$ cat src/rtl/ipk_pkg.sv
// Package for the iambic paddle keyer: shared types, register indexes,
// keyer phases and fixed arithmetic constants.
// No dependencies.
`timescale 1ns / 1ps

package ipk_pkg;

  // Field widths of the configuration registers.
  localparam int DIT_W  = 8;
  localparam int MODE_W = 2;
  localparam int PCT_W  = 7;
  localparam int LAT_W  = 4;
  localparam int CS_W   = 4;

  // Configuration port.
  localparam int CFG_IDX_W  = 3;
  localparam int CFG_DATA_W = 8;

  // Element length (up to three dits) and its product with a percentage.
  localparam int LEN_W  = DIT_W + 2;
  localparam int PROD_W = LEN_W + PCT_W;

  // Division by 100 as a multiplication by a rounded-up reciprocal. Exact for
  // every dividend below 2^24 / 84, far above the largest product.
  localparam int                  RECIP_W       = 18;
  localparam logic [RECIP_W-1:0]  DIV100_MUL    = 18'd167773;
  localparam int                  DIV100_SHIFT  = 24;
  localparam int                  SCALED_W      = PROD_W + RECIP_W;
  localparam int                  QUOT_W        = SCALED_W - DIV100_SHIFT;

  // Products of a 4-bit count with the dit length.
  localparam int DITMUL_W = LAT_W + DIT_W;

  // Fixed offsets of the early paddle check.
  localparam int CURTIS_OFFSET      = 2;
  localparam int NONSQUEEZE_OFFSET  = 3;

  typedef enum logic [CFG_IDX_W-1:0] {
    REG_DIT_LENGTH    = 3'd0,
    REG_KEYER_MODE    = 3'd1,
    REG_DOT_CHECK     = 3'd2,
    REG_DASH_CHECK    = 3'd3,
    REG_LATENCY       = 3'd4,
    REG_CHAR_SPACE    = 3'd5,
    REG_SWAP_PADDLES  = 3'd6
  } reg_index_t;

  typedef enum logic [MODE_W-1:0] {
    MODE_IAMBIC_A    = 2'd0,
    MODE_IAMBIC_B    = 2'd1,
    MODE_ULTIMATIC   = 2'd2,
    MODE_NON_SQUEEZE = 2'd3
  } keyer_mode_t;

  typedef enum logic [2:0] {
    PH_IDLE  = 3'd0,
    PH_DIT   = 3'd1,
    PH_DAH   = 3'd2,
    PH_START = 3'd3,
    PH_KEYED = 3'd4,
    PH_INTER = 3'd5
  } phase_t;

  typedef enum logic [1:0] {
    ELEM_NONE = 2'd0,
    ELEM_DIT  = 2'd1,
    ELEM_DAH  = 2'd2
  } element_t;

  typedef struct packed {
    logic [DIT_W-1:0] dit_length;
    keyer_mode_t      keyer_mode;
    logic [PCT_W-1:0] dot_check_percent;
    logic [PCT_W-1:0] dash_check_percent;
    logic [LAT_W-1:0] latency_eighths;
    logic [CS_W-1:0]  char_space_dits;
    logic             swap_paddles;
  } cfg_t;

  typedef struct packed {
    logic dit_paddle;
    logic dah_paddle;
    logic ms_tick;
  } poll_t;

  typedef struct packed {
    logic     key_down;
    element_t element_started;
    logic     char_done;
    logic     paddle_active;
  } result_t;

endpackage

$ cat src/rtl/iambic_paddle_keyer_unit.sv
// Iambic paddle keyer, top level: input register, keyer core, result register.
// A poll waits in the input register until the result register can take its result.
// Throughput: one poll per cycle, limited only by stalls from the result side.
// Reset: synchronous, active low; restores register defaults and idle keyer.
// Depends on ipk_pkg, ipk_cfg_regs, ipk_core and ipk_out_reg.
`timescale 1ns / 1ps

module iambic_paddle_keyer_unit
  import ipk_pkg::*;
#(
  parameter int TIME_BITS = 32
) (
  input  logic                  clk,
  input  logic                  rst_n,
  input  logic                  in_valid,
  output logic                  in_stall,
  input  logic                  in_dit_paddle,
  input  logic                  in_dah_paddle,
  input  logic                  in_ms_tick,
  output logic                  out_valid,
  input  logic                  out_stall,
  output logic                  out_key_down,
  output logic [1:0]            out_element_started,
  output logic                  out_char_done,
  output logic                  out_paddle_active,
  input  logic                  cfg_valid,
  output logic                  cfg_ready,
  input  logic [CFG_IDX_W-1:0]  cfg_index,
  input  logic [CFG_DATA_W-1:0] cfg_data
);

  cfg_t    cfg;
  logic    in_valid_r, in_valid_nxt;
  poll_t   poll_r;
  logic    out_ready;
  logic    step;
  result_t core_res;
  result_t res_q;

  assign cfg_ready = 1'b1;

  ipk_cfg_regs u_cfg (
    .clk      (clk),
    .rst_n    (rst_n),
    .wr_en    (cfg_valid && cfg_ready),
    .wr_index (cfg_index),
    .wr_data  (cfg_data),
    .cfg      (cfg)
  );

  // The held poll moves on whenever the result register can take its result.
  assign step     = in_valid_r && out_ready;
  assign in_stall = in_valid_r && !out_ready;

  always_comb begin
    in_valid_nxt = in_valid_r;
    if (!in_stall) in_valid_nxt = in_valid;
  end

  always_ff @(posedge clk) begin
    if (!rst_n) begin
      in_valid_r <= 1'b0;
    end else begin
      in_valid_r <= in_valid_nxt;
    end
  end

  always_ff @(posedge clk) begin
    if (!in_stall && in_valid) begin
      poll_r <= '{dit_paddle: in_dit_paddle, dah_paddle: in_dah_paddle,
                  ms_tick: in_ms_tick};
    end
  end

  ipk_core #(
    .TIME_BITS (TIME_BITS)
  ) u_core (
    .clk   (clk),
    .rst_n (rst_n),
    .step  (step),
    .poll  (poll_r),
    .cfg   (cfg),
    .res   (core_res)
  );

  ipk_out_reg u_out (
    .clk       (clk),
    .rst_n     (rst_n),
    .load      (step),
    .res_in    (core_res),
    .ready     (out_ready),
    .out_stall (out_stall),
    .out_valid (out_valid),
    .res_out   (res_q)
  );

  assign out_key_down        = res_q.key_down;
  assign out_element_started = res_q.element_started;
  assign out_char_done       = res_q.char_done;
  assign out_paddle_active   = res_q.paddle_active;

endmodule

$ cat src/rtl/ipk_cfg_regs.sv
// Configuration register file of the paddle keyer.
// Depends on ipk_pkg for the register indexes and the cfg_t bundle.
`timescale 1ns / 1ps

module ipk_cfg_regs
  import ipk_pkg::*;
(
  input  logic                  clk,
  input  logic                  rst_n,
  input  logic                  wr_en,
  input  logic [CFG_IDX_W-1:0]  wr_index,
  input  logic [CFG_DATA_W-1:0] wr_data,
  output cfg_t                  cfg
);

  cfg_t cfg_r;
  cfg_t cfg_nxt;

  always_comb begin
    cfg_nxt = cfg_r;
    if (wr_en) begin
      unique case (reg_index_t'(wr_index))
        REG_DIT_LENGTH:   cfg_nxt.dit_length         = wr_data[DIT_W-1:0];
        REG_KEYER_MODE:   cfg_nxt.keyer_mode         = keyer_mode_t'(wr_data[MODE_W-1:0]);
        REG_DOT_CHECK:    cfg_nxt.dot_check_percent  = wr_data[PCT_W-1:0];
        REG_DASH_CHECK:   cfg_nxt.dash_check_percent = wr_data[PCT_W-1:0];
        REG_LATENCY:      cfg_nxt.latency_eighths    = wr_data[LAT_W-1:0];
        REG_CHAR_SPACE:   cfg_nxt.char_space_dits    = wr_data[CS_W-1:0];
        REG_SWAP_PADDLES: cfg_nxt.swap_paddles       = wr_data[0];
        default: ;
      endcase
    end
  end

  always_ff @(posedge clk) begin
    if (!rst_n) begin
      cfg_r.dit_length         <= 8'd60;
      cfg_r.keyer_mode         <= MODE_IAMBIC_B;
      cfg_r.dot_check_percent  <= 7'd35;
      cfg_r.dash_check_percent <= 7'd75;
      cfg_r.latency_eighths    <= 4'd4;
      cfg_r.char_space_dits    <= 4'd0;
      cfg_r.swap_paddles       <= 1'b0;
    end else begin
      cfg_r <= cfg_nxt;
    end
  end

  assign cfg = cfg_r;

endmodule

$ cat src/rtl/ipk_core.sv
// Keyer state machine with its latches, millisecond clock and timers.
// Takes one registered poll per step; depends on ipk_pkg.
`timescale 1ns / 1ps

module ipk_core
  import ipk_pkg::*;
#(
  parameter int TIME_BITS = 32
) (
  input  logic    clk,
  input  logic    rst_n,
  input  logic    step,
  input  poll_t   poll,
  input  cfg_t    cfg,
  output result_t res
);

  phase_t               phase_r, phase_nxt;
  logic                 dit_latch_r, dit_latch_nxt;
  logic                 dah_latch_r, dah_latch_nxt;
  logic                 last_dit_r, last_dit_nxt;
  logic                 first_dit_r, first_dit_nxt;
  logic [TIME_BITS-1:0] now_r, now_nxt;
  logic [TIME_BITS-1:0] elem_end_r, elem_end_nxt;
  logic [TIME_BITS-1:0] early_r, early_nxt;
  logic [TIME_BITS-1:0] mute_end_r, mute_end_nxt;
  logic [TIME_BITS-1:0] space_end_r, space_end_nxt;
  // The Curtis check offset is kept as a raw product until the element is
  // keyed, so that the multiply and the divide by 100 sit in separate steps.
  logic                 early_scale_r, early_scale_nxt;
  logic [PROD_W-1:0]    prod_r, prod_nxt;

  logic                 pd, ph;
  logic                 is_dit;
  logic [LEN_W-1:0]     len;
  logic [PCT_W-1:0]     pct;
  logic [SCALED_W-1:0]  scaled;
  logic [QUOT_W-1:0]    quot;
  logic [TIME_BITS-1:0] early_base;
  logic [LAT_W-1:0]     lat;
  logic [DITMUL_W-1:0]  mute_len;
  logic [DITMUL_W-1:0]  space_len;
  logic                 dl, hl;
  logic                 next_dit;
  element_t             started;
  logic                 done;

  function automatic logic is_after(input logic [TIME_BITS-1:0] a,
                                    input logic [TIME_BITS-1:0] b);
    logic [TIME_BITS-1:0] d;
    d = a - b;
    return (d != '0) && !d[TIME_BITS-1];
  endfunction

  function automatic logic is_before(input logic [TIME_BITS-1:0] a,
                                     input logic [TIME_BITS-1:0] b);
    logic [TIME_BITS-1:0] d;
    d = a - b;
    return d[TIME_BITS-1];
  endfunction

  assign pd = cfg.swap_paddles ? poll.dah_paddle : poll.dit_paddle;
  assign ph = cfg.swap_paddles ? poll.dit_paddle : poll.dah_paddle;

  assign is_dit = (phase_r == PH_DIT);
  assign len    = is_dit ? LEN_W'(cfg.dit_length)
                         : LEN_W'({cfg.dit_length, 1'b0}) + LEN_W'(cfg.dit_length);
  assign pct    = is_dit ? cfg.dot_check_percent : cfg.dash_check_percent;

  assign scaled     = SCALED_W'(prod_r) * SCALED_W'(DIV100_MUL);
  assign quot       = scaled[SCALED_W-1:DIV100_SHIFT];
  assign early_base = early_scale_r ? TIME_BITS'(quot) + TIME_BITS'(CURTIS_OFFSET)
                                    : early_r;

  assign lat       = (cfg.latency_eighths == '0) ? '0 : cfg.latency_eighths - 1'b1;
  assign mute_len  = DITMUL_W'(lat) * DITMUL_W'(cfg.dit_length);
  assign space_len = DITMUL_W'(cfg.char_space_dits) * DITMUL_W'(cfg.dit_length);

  assign dl = dit_latch_r | pd;
  assign hl = dah_latch_r | ph;

  always_comb begin
    unique case (cfg.keyer_mode)
      MODE_NON_SQUEEZE: next_dit = first_dit_r;
      MODE_ULTIMATIC:   next_dit = !first_dit_r;
      default:          next_dit = !last_dit_r;
    endcase
  end

  always_comb begin
    phase_nxt       = phase_r;
    dit_latch_nxt   = dit_latch_r;
    dah_latch_nxt   = dah_latch_r;
    last_dit_nxt    = last_dit_r;
    first_dit_nxt   = first_dit_r;
    now_nxt         = now_r + TIME_BITS'(poll.ms_tick);
    elem_end_nxt    = elem_end_r;
    early_nxt       = early_r;
    mute_end_nxt    = mute_end_r;
    space_end_nxt   = space_end_r;
    early_scale_nxt = early_scale_r;
    prod_nxt        = prod_r;
    started         = ELEM_NONE;
    done            = 1'b0;

    unique case (phase_r)
      PH_IDLE: begin
        if (pd || ph) begin
          dit_latch_nxt = dit_latch_r | pd;
          dah_latch_nxt = dah_latch_r | ph;
          first_dit_nxt = pd;
          phase_nxt     = pd ? PH_DIT : PH_DAH;
        end
      end
      PH_DIT, PH_DAH: begin
        // A pending character space holds the element back.
        if (cfg.char_space_dits == '0 || is_after(now_nxt, space_end_r)) begin
          dit_latch_nxt   = 1'b0;
          dah_latch_nxt   = 1'b0;
          last_dit_nxt    = is_dit;
          elem_end_nxt    = TIME_BITS'(len);
          early_scale_nxt = (cfg.keyer_mode == MODE_IAMBIC_B);
          prod_nxt        = PROD_W'(len) * PROD_W'(pct);
          early_nxt       = (cfg.keyer_mode == MODE_NON_SQUEEZE)
                            ? TIME_BITS'(NONSQUEEZE_OFFSET) : TIME_BITS'(len);
          phase_nxt       = PH_START;
        end
      end
      PH_START: begin
        started         = last_dit_r ? ELEM_DIT : ELEM_DAH;
        elem_end_nxt    = elem_end_r + now_nxt;
        early_nxt       = early_base + now_nxt;
        early_scale_nxt = 1'b0;
        phase_nxt       = PH_KEYED;
      end
      PH_KEYED: begin
        if (is_after(now_nxt, elem_end_r)) begin
          elem_end_nxt = now_nxt + TIME_BITS'(cfg.dit_length);
          mute_end_nxt = now_nxt + TIME_BITS'(mute_len[DITMUL_W-1:3]);
          phase_nxt    = PH_INTER;
        end else if (is_after(now_nxt, early_r)) begin
          if (last_dit_r) dah_latch_nxt = hl;
          else            dit_latch_nxt = dl;
        end
      end
      PH_INTER: begin
        if (is_before(now_nxt, mute_end_r)) begin
          if (last_dit_r) dah_latch_nxt = hl;
          else            dit_latch_nxt = dl;
        end else begin
          dit_latch_nxt = dl;
          dah_latch_nxt = hl;
          if (is_after(now_nxt, elem_end_r)) begin
            priority if (dl && hl) begin
              phase_nxt = next_dit ? PH_DIT : PH_DAH;
            end else if (dl) begin
              phase_nxt = PH_DIT;
            end else if (hl) begin
              phase_nxt = PH_DAH;
            end else begin
              phase_nxt     = PH_IDLE;
              done          = 1'b1;
              dit_latch_nxt = 1'b0;
              dah_latch_nxt = 1'b0;
              last_dit_nxt  = 1'b0;
              if (cfg.char_space_dits != '0) begin
                space_end_nxt = now_nxt + TIME_BITS'(space_len);
              end
            end
          end
        end
      end
      default: phase_nxt = PH_IDLE;
    endcase
  end

  always_ff @(posedge clk) begin
    if (!rst_n) begin
      phase_r       <= PH_IDLE;
      dit_latch_r   <= 1'b0;
      dah_latch_r   <= 1'b0;
      last_dit_r    <= 1'b0;
      first_dit_r   <= 1'b0;
      now_r         <= '0;
      elem_end_r    <= '0;
      early_r       <= '0;
      mute_end_r    <= '0;
      space_end_r   <= '0;
      early_scale_r <= 1'b0;
      prod_r        <= '0;
    end else if (step) begin
      phase_r       <= phase_nxt;
      dit_latch_r   <= dit_latch_nxt;
      dah_latch_r   <= dah_latch_nxt;
      last_dit_r    <= last_dit_nxt;
      first_dit_r   <= first_dit_nxt;
      now_r         <= now_nxt;
      elem_end_r    <= elem_end_nxt;
      early_r       <= early_nxt;
      mute_end_r    <= mute_end_nxt;
      space_end_r   <= space_end_nxt;
      early_scale_r <= early_scale_nxt;
      prod_r        <= prod_nxt;
    end
  end

  assign res.key_down        = (phase_nxt == PH_KEYED);
  assign res.element_started = started;
  assign res.char_done       = done;
  assign res.paddle_active   = dit_latch_nxt | dah_latch_nxt;

endmodule

$ cat src/rtl/ipk_out_reg.sv
// Result register of the paddle keyer; holds a result while the sink stalls.
// Depends on ipk_pkg for the result_t bundle.
`timescale 1ns / 1ps

module ipk_out_reg
  import ipk_pkg::*;
(
  input  logic    clk,
  input  logic    rst_n,
  input  logic    load,
  input  result_t res_in,
  output logic    ready,
  input  logic    out_stall,
  output logic    out_valid,
  output result_t res_out
);

  logic    valid_r, valid_nxt;
  result_t res_r;

  assign ready = !valid_r || !out_stall;

  always_comb begin
    valid_nxt = valid_r;
    if (ready) valid_nxt = load;
  end

  always_ff @(posedge clk) begin
    if (!rst_n) begin
      valid_r <= 1'b0;
    end else begin
      valid_r <= valid_nxt;
    end
  end

  always_ff @(posedge clk) begin
    if (ready && load) begin
      res_r <= res_in;
    end
  end

  assign out_valid = valid_r;
  assign res_out   = res_r;

endmodule

$ cat config.mk
export PLATFORM = sky130hd
export DESIGN_NAME = iambic_paddle_keyer_unit
export DESIGN_NICKNAME = d
export VERILOG_FILES = /design/src/rtl/ipk_pkg.sv /design/src/rtl/iambic_paddle_keyer_unit.sv /design/src/rtl/ipk_cfg_regs.sv /design/src/rtl/ipk_core.sv /design/src/rtl/ipk_out_reg.sv
export SDC_FILE = /design/constraint.sdc
export NUM_CORES = 1
export LEC_CHECK = 0
export BUFFER_PORTS_ARGS = -buffer_cell sky130_fd_sc_hd__buf_2
export CAP_MARGIN = 20
export CORE_MARGIN = 4
export CORE_UTILIZATION = 68
export CTS_BUF_LIST = sky130_fd_sc_hd__clkbuf_8
export CTS_CLUSTER_DIAMETER = 80
export DETAILED_ROUTE_END_ITERATION = 8
export GPL_TIMING_DRIVEN = 0
export PLACE_DENSITY = 0.85
export SLEW_MARGIN = 20
export SYNTH_ARGS = -nofsm -noshare
export SYNTH_HDL_FRONTEND = slang
export SYNTH_SLANG_ARGS = --single-unit
$ cat constraint.sdc
create_clock -name clk -period 10.66 [get_ports clk]
set_input_delay 0.533 -clock clk [delete_from_list [all_inputs] [get_ports clk]]
set_output_delay 0.533 -clock clk [all_outputs]
set_load 0.02 [all_outputs]
==> results_dict.tcl <==
set metrics [dict create \
    status "finished, final reports clean" \
    finalWirelength_um 96290 \
    fin_tns_setup_ns 0 \
    drt_iter0_drc 2934 \
    yosysTopAreaCellShare 0.1674 \
    critPathMaxFanout 6 \
    clock_sinks 228 \
    p_per_area_nw_per_um2 97.16 \
    multi_input_area_um2 24450 \
    die_w_um 223.1 \
    grt_busiest_layer "met2" \
    die-area_um2 49790 \
    die_y_um 223.1 \
    rsz0062_at_grt "no" \
    num_rows 78 \
    wire_per_inst_um 20.34 \
    synth_cell_types 93 \
    hold_class "in -> reg" \
    vias 30239 \
    gp_routability_congestion 1.022 \
    maxCapViolations 0 \
    ys_ff_latch 228 \
    cts_buffers 42 \
    placement.io_buffers 23 \
    skew_ns 0.04735 \
    syn-instance-count 4023 \
    layout.nets 4726 \
    clkTransAtPathRegs_ns 0.07 \
    report.final.slew_viol_count 0 \
    ir_drop_uv 122.2 \
    crit_path_end_kind "flop" \
    synth_edf_count 8 \
    netlist_area_um2 31470 \
    crit_top_cell "fa_1" \
    start_util 0.6905 \
    grt_start_max_net_pins 15 \
    layout_min_cycle_time_ns 10.07 \
    clockBufferDepth 3 \
    finalPower_mw 3.256 \
    synth_top_area_cell "ha_1" \
    antenna_found_initial 1 \
    finalHoldViolCount 0 \
    slew_headroom 0.1973 \
    use_met2 0.6078 \
    cp.required_ns 11.12 \
    worstMarginPinSlew_ns 1.204 \
    critPathKind "reg -> reg" \
    slowest_delay_ns 0.93 \
    grt_usage 0.3754 \
    gr-total-overflow 0 \
    layout-drive-gt1-share 0.04672 \
    via_per_inst 6.389 \
    timing.fmax_mhz 99.29 \
    layout_common_cells "inv_1 (523), ha_1 (421), nor2_1 (384)" \
    use_met3 0.07934 \
    reg2reg_slack_ns 0.59 \
    cp_slowest_cell "o32ai_1" \
    synth.top_cells.by_area "ha_1 (17%), dfxtp_1 (14%), fa_1 (12%)" \
    post_cts_buffers 0 \
    synth_seq_area_share 0.1476 \
    yosys_most_used_dff "dfxtp_1" \
    area_growth_pct 6.492 \
    grt_use_met1 0.4704 \
    clock_latency_ns 0.60 \
    synth_area_per_cell_um2 7.823 \
    post-route-period-util 0.9448 \
    drtAntennaViolNets 0 \
    grt_pass1_vias 29297 \
    mostFrequentLayoutCell "inv_1" \
    async_flop_share 0 \
    cp-start-kind "flop" \
    core-area_um2 45580 \
    hold_buffers 0 \
    dp_hpwl_um 75360 \
    synth_nets 4649 \
    crit_arrival_ns 10.53 \
    nFillCells 3529 \
    root_buffer "clkbuf_8" \
    route.detailed.drc 0 \
    p_leak_nw 16.60 \
    first_pass_iters 7 \
    htreeDepth 2 \
    ioPinCount 27 \
    seq_area_um2 4644 \
    grt_pass1_wl_um 153000 \
    setup_violations 0 \
    yosys_warnings 0 \
    cts_tree "yes" \
]
## synth_stat cells (all sizes together) (37+ instances only)
library cell,count
o21ai,147
o21a,45
o211ai,53
mux2i,101
nand2,330
and2,53
clkbuf,114
a211oi,54
and3,43
inv,509
nor2,387
nor3,81
xnor2,158
a21o,90
a21oi,270
o21bai,39
nor2b,40
or3,37
nand4,55
dfxtp,220
xor2,80
fa,186
ha,421
nand3,111
## layout make-up
cell class / instances / area share
Clock inverter: 24 / 0.006459
Multi-Input combinational cell: 3138 / 0.7295
Tap cell: 600 / 0.02240
Clock buffer: 51 / 0.02094
Inverter: 509 / 0.05701
Timing Repair Buffer: 33 / 0.006795
Sequential cell: 228 / 0.1386
Buffer: 148 / 0.01814
Antenna cell: 2 / 0.0001493
## sequential cells by signal, indices dropped and copies added (netlist names)
register / flops
in_valid_r: 1
poll_r: 3
u_cfg.cfg: 33
u_core.dah_latch_r: 1
u_core.dit_latch_r: 1
u_core.early_r: 32
u_core.early_scale_r: 1
u_core.elem_end_r: 32
u_core.first_dit_r: 1
u_core.last_dit_r: 1
u_core.mute_end_r: 32
u_core.now_r: 32
u_core.phase_r: 3
u_core.prod_r: 17
u_core.space_end_r: 32
u_out.out_valid: 1
u_out.res_out: 5
## metal layers
layer	part of all wire	wire length, µm
met1	0.39	37750
met2	0.45	43050
met3	0.098	9401
met4	0.063	6094
met5	0	0
## worst max-delay path: cells and delay by family, from the launching register on
| kind | cells | cell delay [ns] |
|---|---|---|
| AOI/OAI and AO/OA | 12 | 4.12 |
| adders and majority gates | 8 | 3.49 |
| and+or+nand+nor | 6 | 1.07 |
| DFF | 1 | 0.47 |
| buffers and inverters | 4 | 0.35 |
| xor gates and xnor gates | 2 | 0.34 |
| muxes | 1 | 0.11 |
## stage by stage
step / cells / area [µm²] / hold WS [ns] / worst slack, ns / util
6_report: 4733 / 33510 / 0.1020 / 0.5888 / 0.7354
5_1_grt: 4732 / 33510 / 0.09344 / 0.05371 / 0.7353
4_1_cts: 4731 / 33480 / 0.08378 / 0.1567 / 0.7345
3_5_place_dp: 4656 / 32560 / 0.4446 / 0.1963 / 0.7144
3_3_place_gp: 4646 / 32340 / 0.4392 / 0.3399 / 0.7095
2_1_floorplan: 4023 / 31470 / 0.4319 / 1.795 / -
## cells by family (layout without fill, tap and decap cells)
| group | after synthesis | in the layout | synth area share |
|---|---|---|---|
| simple gates | 1270 | 1270 | 0.1934 |
| buf+inv | 657 | 765 | 0.07999 |
| flops | 228 | 228 | 0.1476 |
| xor+xnor | 238 | 238 | 0.06731 |
| fa+ha+maj | 607 | 607 | 0.2857 |
| compound gates | 909 | 909 | 0.1895 |
| mux | 113 | 113 | 0.03642 |
| other cells | 1 | 3 | 0.0001192 |
## worst paths after layout
path | startpoint | endpoint | depth (start not counted)
min reg2reg | u_core.early_r[15] | u_core.early_r[15] | 2
min | in_dah_paddle | poll_r[1] | 1
max | u_core.prod_r[5] | u_core.early_r[31] | 33
max reg2reg | u_core.prod_r[5] | u_core.early_r[31] | 33
## report_power, final
| group | total (mW) | internal (mW) | switching (mW) |
|---|---|---|---|
| Clock | 0.947 | 0.531 | 0.415 |
| Sequential | 0.902 | 0.875 | 0.0269 |
| Combinational | 1.41 | 0.572 | 0.836 |
## what timing repair did
action                                  in CTS  in global routing
resized for setup                            0                  5
endpoints found under the setup margin       0                  4
endpoints found under the hold margin        0                  0
No activity file was read; power rests on OpenSTA's default activity.
